===== config.mk =====
export PLATFORM = sky130hd
export DESIGN_NAME = tic_div_const
export DESIGN_NICKNAME = d
export VERILOG_FILES = /design/src/hw/rtl/tic_pkg.sv /design/src/hw/rtl/tic_div_const.sv
export SDC_FILE = /design/constraint.sdc
export NUM_CORES = 2
export LEC_CHECK = 0
export ABC_AREA = 0
export BUFFER_PORTS_ARGS = -buffer_cell sky130_fd_sc_hd__buf_2
export CAP_MARGIN = 25
export CORE_MARGIN = 3
export CORE_UTILIZATION = 42
export CTS_CLUSTER_SIZE = 24
export DETAILED_ROUTE_END_ITERATION = 16
export SYNTH_ARGS = -nofsm -noshare
export SYNTH_HDL_FRONTEND = slang
export SYNTH_SLANG_ARGS = --single-unit

===== constraint.sdc =====
create_clock -name clk_i -period 13.1 [get_ports clk_i]
set_input_delay 2.62 -clock clk_i [delete_from_list [all_inputs] [get_ports clk_i]]
set_output_delay 2.62 -clock clk_i [all_outputs]
set_load 0.01 [all_outputs]

===== src/hw/rtl/tic_pkg.sv =====
package tic_pkg;

  localparam int unsigned CoordW = 16;
  localparam int unsigned DiffW  = 17;
  localparam int unsigned TripW  = 53;
  localparam int unsigned MomW   = 37;
  localparam int unsigned VolW   = 48;
  localparam int unsigned OutW   = 64;
  localparam int unsigned NumLanes = 6;
  // lane product width, triple product magnitude times moment magnitude
  localparam int unsigned ProdW  = 89;

  typedef struct packed {
    logic signed [CoordW-1:0] vertex0_x;
    logic signed [CoordW-1:0] vertex0_y;
    logic signed [CoordW-1:0] vertex0_z;
    logic signed [CoordW-1:0] vertex1_x;
    logic signed [CoordW-1:0] vertex1_y;
    logic signed [CoordW-1:0] vertex1_z;
    logic signed [CoordW-1:0] vertex2_x;
    logic signed [CoordW-1:0] vertex2_y;
    logic signed [CoordW-1:0] vertex2_z;
    logic signed [CoordW-1:0] vertex3_x;
    logic signed [CoordW-1:0] vertex3_y;
    logic signed [CoordW-1:0] vertex3_z;
  } tic_in_t;

  typedef struct packed {
    logic signed [VolW-1:0] volume;
    logic signed [OutW-1:0] inertia_xx;
    logic signed [OutW-1:0] inertia_yy;
    logic signed [OutW-1:0] inertia_zz;
    logic signed [OutW-1:0] inertia_xy;
    logic signed [OutW-1:0] inertia_xz;
    logic signed [OutW-1:0] inertia_yz;
  } tic_out_t;

  // a vertex as three coordinates
  typedef logic signed [2:0][CoordW-1:0] tic_vec_t;

endpackage


===== src/hw/rtl/tic_div_const.sv =====
// pipelined floor(num/den) for a constant divisor by long division,
// four quotient bits per stage, of a non-negative value whose width is NumW
module tic_div_const import tic_pkg::*; #(
  parameter int unsigned NumW = 90,
  parameter int unsigned QW   = 64,
  parameter int unsigned Den  = 15
) (
  input  logic            clk_i,
  input  logic [NumW-1:0] num_i,
  output logic [QW-1:0]   quo_o
);
  // long division, four bits per stage, pipelined
  localparam int unsigned Steps  = (NumW + 3) / 4;
  localparam int unsigned PadW   = Steps * 4;
  localparam int unsigned RemW   = $clog2(Den) + 1;

  logic [PadW-1:0] num_q [Steps+1];
  logic [PadW-1:0] quo_q [Steps+1];
  logic [RemW-1:0] rem_q [Steps+1];

  assign num_q[0] = PadW'(num_i);
  assign quo_q[0] = '0;
  assign rem_q[0] = '0;

  for (genvar s = 0; s < Steps; s++) begin : g_step
    logic [RemW+3:0] r_w;
    logic [3:0]      qd_w;
    always_comb begin
      qd_w = '0;
      r_w = {rem_q[s], num_q[s][PadW-1 -: 4]};
      for (int k = 15; k >= 1; k--) begin
        if (qd_w == '0 && r_w >= (RemW+4)'(k * Den)) qd_w = 4'(k);
      end
    end
    always_ff @(posedge clk_i) begin
      num_q[s+1] <= {num_q[s][PadW-5:0], 4'b0};
      quo_q[s+1] <= {quo_q[s][PadW-5:0], qd_w};
      rem_q[s+1] <= RemW'(r_w - (RemW+4)'(qd_w * Den));
    end
  end

  assign quo_o = QW'(quo_q[Steps]);
endmodule


* After elaboration in Yosys (flattened, before gate mapping)
Index checks and enable logic that the tools add are counted.
Cells by class: add/subtract/negate cells 22, multipliers 22, div/mod/pow operators 0, order comparisons 345, eq/ne operators 0, shifts and indexed selects 0, multiplexer cells 344, bitwise operators 0, reductions and logical operators 644
Operators by type and width (number):
- $ge 9x8->1 const B | 154
- $mux 4 | 344
- $logic_not 4->1 | 322
- $ge 9x7->1 const B | 88
- $ge 9x6->1 const B | 44
- $logic_and 1x1->1 | 322
- $ge 9x4->1 const B | 22
- $ge 9x5->1 const B | 22
- $mul 4x4->5 const B | 22
- $sub 5x5->5 | 21
- $ge 2x8->1 const B | 7
- $ge 2x7->1 const B | 4
- $ge 2x6->1 const B | 2
- $ge 2x5->1 const B | 1
- $sub 2x5->5 | 1
- $ge 2x4->1 const B | 1
Storage, ports and cells: register bits after elaboration 1666, bits in latches 0, RAM bits 0, ROM bits 0, bits of input ports 91, output and inout bits 64, word-level logic and storage cells 1438, memories 0

* Longest topological paths before layout
depth in word-level cells 46, depth in mapped cells 22, mapped depth without buffers 20

* Worst setup path after synthesis
Ideal clock, no wire load.
path kind register to register, from register num_q (netlist bit g_step[19].r_w[2]), to register rem_q (netlist bit g_step[20].r_w[8]), library setup time 0.095 ns, data arrival time 4.343 ns, required time 13.005 ns, slack 8.661 ns, cell stages (with the launch flop) 20, buffers on the path 2, period minus slack after synthesis 4.439 ns, cells stage by stage dfxtp_1 > buf_2 > buf_1 > o21ai_1 > nand4_1 > a21oi_1 > nand3b_1 > a311oi_1 > nor2b_1 > fa_1 > inv_1 > ha_1 > fa_1 > inv_1 > ha_1 > a21oi_1 > xnor2_1 > or2_2 > and3b_1 > a221oi_1
Between the ends: longest elaborated chain between the ends 46, elaborated cells between the ends (all ways) 60, those cells by class add/sub: 1; mul: 1; order compare: 15; mux: 15; reduce/logical: 28
Ends and longest elaborated chain:
- start: declaration | RTL line tic_div_const.sv:17 | logic [PadW-1:0] num_q [Steps+1];
- start signal: indexed assignment | RTL line tic_div_const.sv:36 | num_q[s+1] <= {num_q[s][PadW-5:0], 4'b0};
- $ge 9x8->1 | RTL line tic_div_const.sv:32 | if (qd_w == '0 && r_w >= (RemW+4)'(k * Den)) qd_w = 4'(k);
- $mux 4 | RTL line tic_div_const.sv:32
- $logic_not 4->1 | RTL line tic_div_const.sv:32
- $logic_and 1x1->1 | RTL line tic_div_const.sv:32
- $mux 4 | RTL line tic_div_const.sv:32
- $logic_not 4->1 | RTL line tic_div_const.sv:32
- $logic_and 1x1->1 | RTL line tic_div_const.sv:32
- $mux 4 | RTL line tic_div_const.sv:32
- [30 not listed]
- $logic_not 4->1 | RTL line tic_div_const.sv:32
- $logic_and 1x1->1 | RTL line tic_div_const.sv:32
- $mux 4 | RTL line tic_div_const.sv:32
- $logic_not 4->1 | RTL line tic_div_const.sv:32
- $logic_and 1x1->1 | RTL line tic_div_const.sv:32
- $mux 4 | RTL line tic_div_const.sv:32
- $mul 4x4->5 | RTL line tic_div_const.sv:38 | rem_q[s+1] <= RemW'(r_w - (RemW+4)'(qd_w * Den));
- $sub 5x5->5 * | RTL line tic_div_const.sv:38
- end signal: indexed assignment | RTL line tic_div_const.sv:38
- end: declaration | RTL line tic_div_const.sv:19 | logic [RemW-1:0] rem_q [Steps+1];
Every way passes the cells marked *; elsewhere a longest branch is shown, timed or not. A chain may end at the register's enable or synchronous reset.

* Worst setup path after layout
from register num_q (netlist bit g_step[19].r_w[2]), to register rem_q (netlist bit g_step[20].r_w[8])
Between the ends: longest elaborated chain between the ends 46, elaborated cells between the ends (all ways) 60, those cells by class add/sub: 1; mul: 1; order compare: 15; mux: 15; reduce/logical: 28
Ends and longest elaborated chain:
- $ge 9x8->1 | RTL line tic_div_const.sv:32
- $mux 4 | RTL line tic_div_const.sv:32
- $logic_not 4->1 | RTL line tic_div_const.sv:32
- $logic_and 1x1->1 | RTL line tic_div_const.sv:32
- $mux 4 | RTL line tic_div_const.sv:32
- $logic_not 4->1 | RTL line tic_div_const.sv:32
- $logic_and 1x1->1 | RTL line tic_div_const.sv:32
- $mux 4 | RTL line tic_div_const.sv:32
- [31 not listed]
- $logic_and 1x1->1 | RTL line tic_div_const.sv:32
- $mux 4 | RTL line tic_div_const.sv:32
- $logic_not 4->1 | RTL line tic_div_const.sv:32
- $logic_and 1x1->1 | RTL line tic_div_const.sv:32
- $mux 4 * | RTL line tic_div_const.sv:32
- net g_step[19].qd_w[0] | RTL line tic_div_const.sv:27 | logic [3:0] qd_w;
- $mul 4x4->5 * | RTL line tic_div_const.sv:38
- $sub 5x5->5 * | RTL line tic_div_const.sv:38
The timed path passes the listed nets; every way through them passes the cells marked *.

==> impl_metrics.py <==
metrics = {
    "timing": {
        "slew_headroom_pct": 47.2,
        "rsz0062_at_grt": "false",
        "worst_pin_slew_ns": 0.780,
        "finalHoldViolations": 0,
        "fin_crit_sh_pct": 38.5,
        "tns_ns": 0,
        "finalSetupViolCount": 0,
        "finClkSkew_ns": 0.0321,
        "finalCriticalPeriod_ns": 5.05,
        "max_freq_mhz": 198,
        "slew_violations": 0,
    },
    "clocking": {
        "clk_pin_slew_ns": 0.07,
        "insertion_delay_ns": 0.76,
        "clock_path_buffers": 3,
        "cts_tree": "built",
        "cts_hold_buf": 0,
        "cts_made_buffers": 162,
        "htree_levels": 4,
        "cts-root-buf": "clkbuf_16",
        "post_cts_buffers": 0,
        "clock-sinks": 1663,
        "post_cts_resized": 0,
    },
    "drt": {
        "dr.pass1.iters": 6,
        "wl_per_cell_microns": 11.7,
        "wl_microns": 70600,
        "ant_nets": 0,
        "vias_per_cell": 4.56,
        "drt_iter0_drc": 2202,
        "routed-via-count": 27500,
        "drc_errors": 0,
    },
    "placement": {
        "placed_cells": 5718,
        "gp_congestion": 0.810,
        "dp_hpwl_microns": 44000,
        "numPortBuffers": 154,
    },
    "worst_setup_path": {
        "cp.depth": 19,
        "slowest_stage": "dfxtp_1",
        "crit_type": "flip-flop to flip-flop",
        "r2r-start": "g_step[19].r_w[2]",
        "path_buf_inv": 2,
        "r2r_cells": 19,
        "path_cells": "nand2_1, a311oi_1, nand3b_1, a211oi_1, o31a_1, inv_1, ha_1, xnor2_1, xor2_1, inv_1, ha_1, or2_2, fa_1, a21o_1, a21oi_1, xnor2_1, or2_2, and3b_1, a221oi_1",
        "crit_start": "g_step[19].r_w[2]",
        "critPathTopFamily": "compound AO/OA/AOI/OAI gates",
        "worstSetupEndpoint": "g_step[20].r_w[8]",
        "reg2reg_to": "g_step[20].r_w[8]",
        "required_ns": 13.77,
        "worstPathMaxFanout": 21,
        "timing.critical_path.arrival_ns": 5.71,
        "slowest_delay_ns": 0.78,
        "critPathLaunchType": "flip-flop",
        "regToRegSetupSlack_ns": 8.05,
        "endpoint_kind": "flip-flop",
    },
    "floorplan": {
        "core_sq_um": 119000,
        "rows": 126,
        "initial_core_util_pct": 42.6,
        "ios": 155,
        "dieArea_sq_um": 125000,
        "dieHeight_microns": 353,
        "die_x_microns": 353,
    },
    "global_route": {
        "grt_max_degree": 22,
        "grt_overflow": 0,
        "antenna_found_initial": 0,
        "grt_usage_pct": 11.4,
        "grt_pass1_vias": 26300,
        "grt_pass1_wl_microns": 123000,
    },
    "synthesis": {
        "synthFlopType": "dfxtp_1",
        "yosysSeqAreaShare_pct": 65.7,
        "syn_nets": 4583,
        "ys_seq_elements": 1663,
        "synth-async-reset-ratio_pct": 0,
        "synth_area_sq_um": 50700,
        "synthDistinctLibCells": 95,
        "syn_inst": 4214,
        "syn_area_per_cell_sq_um": 12.0,
        "synth_warnings": 0,
        "synth-edff-count": 0,
    },
    "outcome": {
        "outcome": "finished, final reports clean",
    },
    "finish": {
        "final_nets": 4651,
        "final_util_pct": 48.7,
        "antenna_cells": 0,
        "layout.cells.non_filler": 6015,
        "synthToLayoutAreaGrowth_pct": 14.2,
        "layout-drive-gt1-share_pct": 11.2,
    },
    "worst_hold_path": {
        "hold_class": "flip-flop to flip-flop",
    },
    "run": {
        "drv_cap": 0,
    },
}
## worst min path at each step
stage           startpoint  cells past startpoint           endpoint  slack (ns)
2_1_floorplan  num_q[1372]                      0  g_step[10].r_w[0]        0.31
3_3_place_gp   num_q[1726]                      0        num_q[1638]        0.31
3_5_place_dp   num_q[1774]                      0        num_q[1686]        0.31
4_1_cts         num_q[822]                      0  g_step[16].r_w[2]        0.31
5_1_grt        num_q[1865]                      0        num_q[1777]        0.31
6_report        num_q[822]                      0  g_step[16].r_w[2]        0.31
## cell usage in the layout, fill, tap and decap left out, types with 152 or more instances in the layout
master / netlist / final
dfxtp_1: 1663 / 1663
inv_1: 283 / 283
ha_1: 199 / 199
a21oi_1: 188 / 188
xnor2_1: 162 / 162
clkbuf_16: 0 / 162
nand2_1: 158 / 158
nor2_1: 157 / 157
buf_2: 17 / 154
o21ai_0: 152 / 152
## final cells by class
cell class / count / area, sq um
tap: 1600 / 2000
inverter: 289 / 1080
clock inverter: 87 / 1100
multi-input combinational: 2012 / 15100
timing repair buffer: 154 / 771
fill: 10600 / 61000
clock buffer: 210 / 4510
sequential: 1663 / 33300
## worst reg2reg max path: cells and delay by family (launching register included)
kind	cells	cell delay (ns)
AOI/OAI and AO/OA	6	1.57
xor gates and xnor gates	3	0.49
adders and majority gates	3	0.86
buffers and inverters	2	0.15
DFF	1	0.78
and+or+nand+nor	5	1.09
## layer usage
layer | track usage, % | share of wire [%] | vias to the layer above
met5 | 0 | 0 | -
met4 | 4.63 | 2.6 | 0
met3 | 3.09 | 5.2 | 152
met2 | 17.5 | 44 | 565
met1 | 15.2 | 48 | 12500
li1 | - | - | 14200
## through the flow
| step | area, sq um | hold slack (ns) | setup slack (ns) |
|---|---|---|---|
| after floorplan | 50700 | 0.310 | 8.66 |
| after global placement | 52200 | 0.309 | 8.11 |
| after detailed placement | 52200 | 0.312 | 8.05 |
| after CTS | 57900 | 0.305 | 8.03 |
| after global routing | 57900 | 0.313 | 7.44 |
| final | 57900 | 0.309 | 8.05 |
## synth_stat cells, drive strengths merged (12+ instances only)
library cell / count / area, sq um
o2111ai: 12 / 111
mux2: 18 / 203
o31a: 13 / 114
nor4: 14 / 93.8
a2111oi: 14 / 129
nand2: 159 / 599
ha: 199 / 2490
nor2: 158 / 601
and2: 16 / 100
nand4: 19 / 119
dfxtp: 1663 / 33300
fa: 79 / 1580
o21ai: 172 / 861
o21a: 12 / 90.1
a311oi: 15 / 144
buf: 89 / 596
a21oi: 188 / 941
mux2i: 28 / 280
a21o: 54 / 405
inv: 289 / 1080
and3: 16 / 100
nor3b: 29 / 218
or2: 39 / 244
a21boi: 15 / 113
xor2: 54 / 473
o211ai: 39 / 293
clkbuf: 161 / 604
a211oi: 31 / 233
xnor2: 162 / 1420
nand2b: 45 / 282
nand3: 83 / 415
nor2b: 18 / 113
or3: 19 / 119
nor3: 79 / 395
a31oi: 27 / 175
o31ai: 26 / 205
## state kept, by name (all words and copies together), names as in the netlist
register / flops
num_q: 924
quo_q: 480
g_step.r_w: 195
quo_o: 64
## cells by family (layout without fill, tap and decap cells)
family / Yosys count / in the layout / synth area share, %
AO/OA/AOI/OAI: 733 / 733 / 9.53
AND/OR/NAND/NOR: 727 / 727 / 7.32
XOR/XNOR: 216 / 216 / 3.73
adder cells (fa/ha/maj): 289 / 289 / 8.25
buffers and inverters: 539 / 740 / 4.51
other: 1 / 1 / 0.00740
multiplexers: 46 / 46 / 0.953
flip-flops: 1663 / 1663 / 65.7
Power is not shown: default switching activity piles up to over one toggle a cycle in this logic, so the estimate is an artifact.
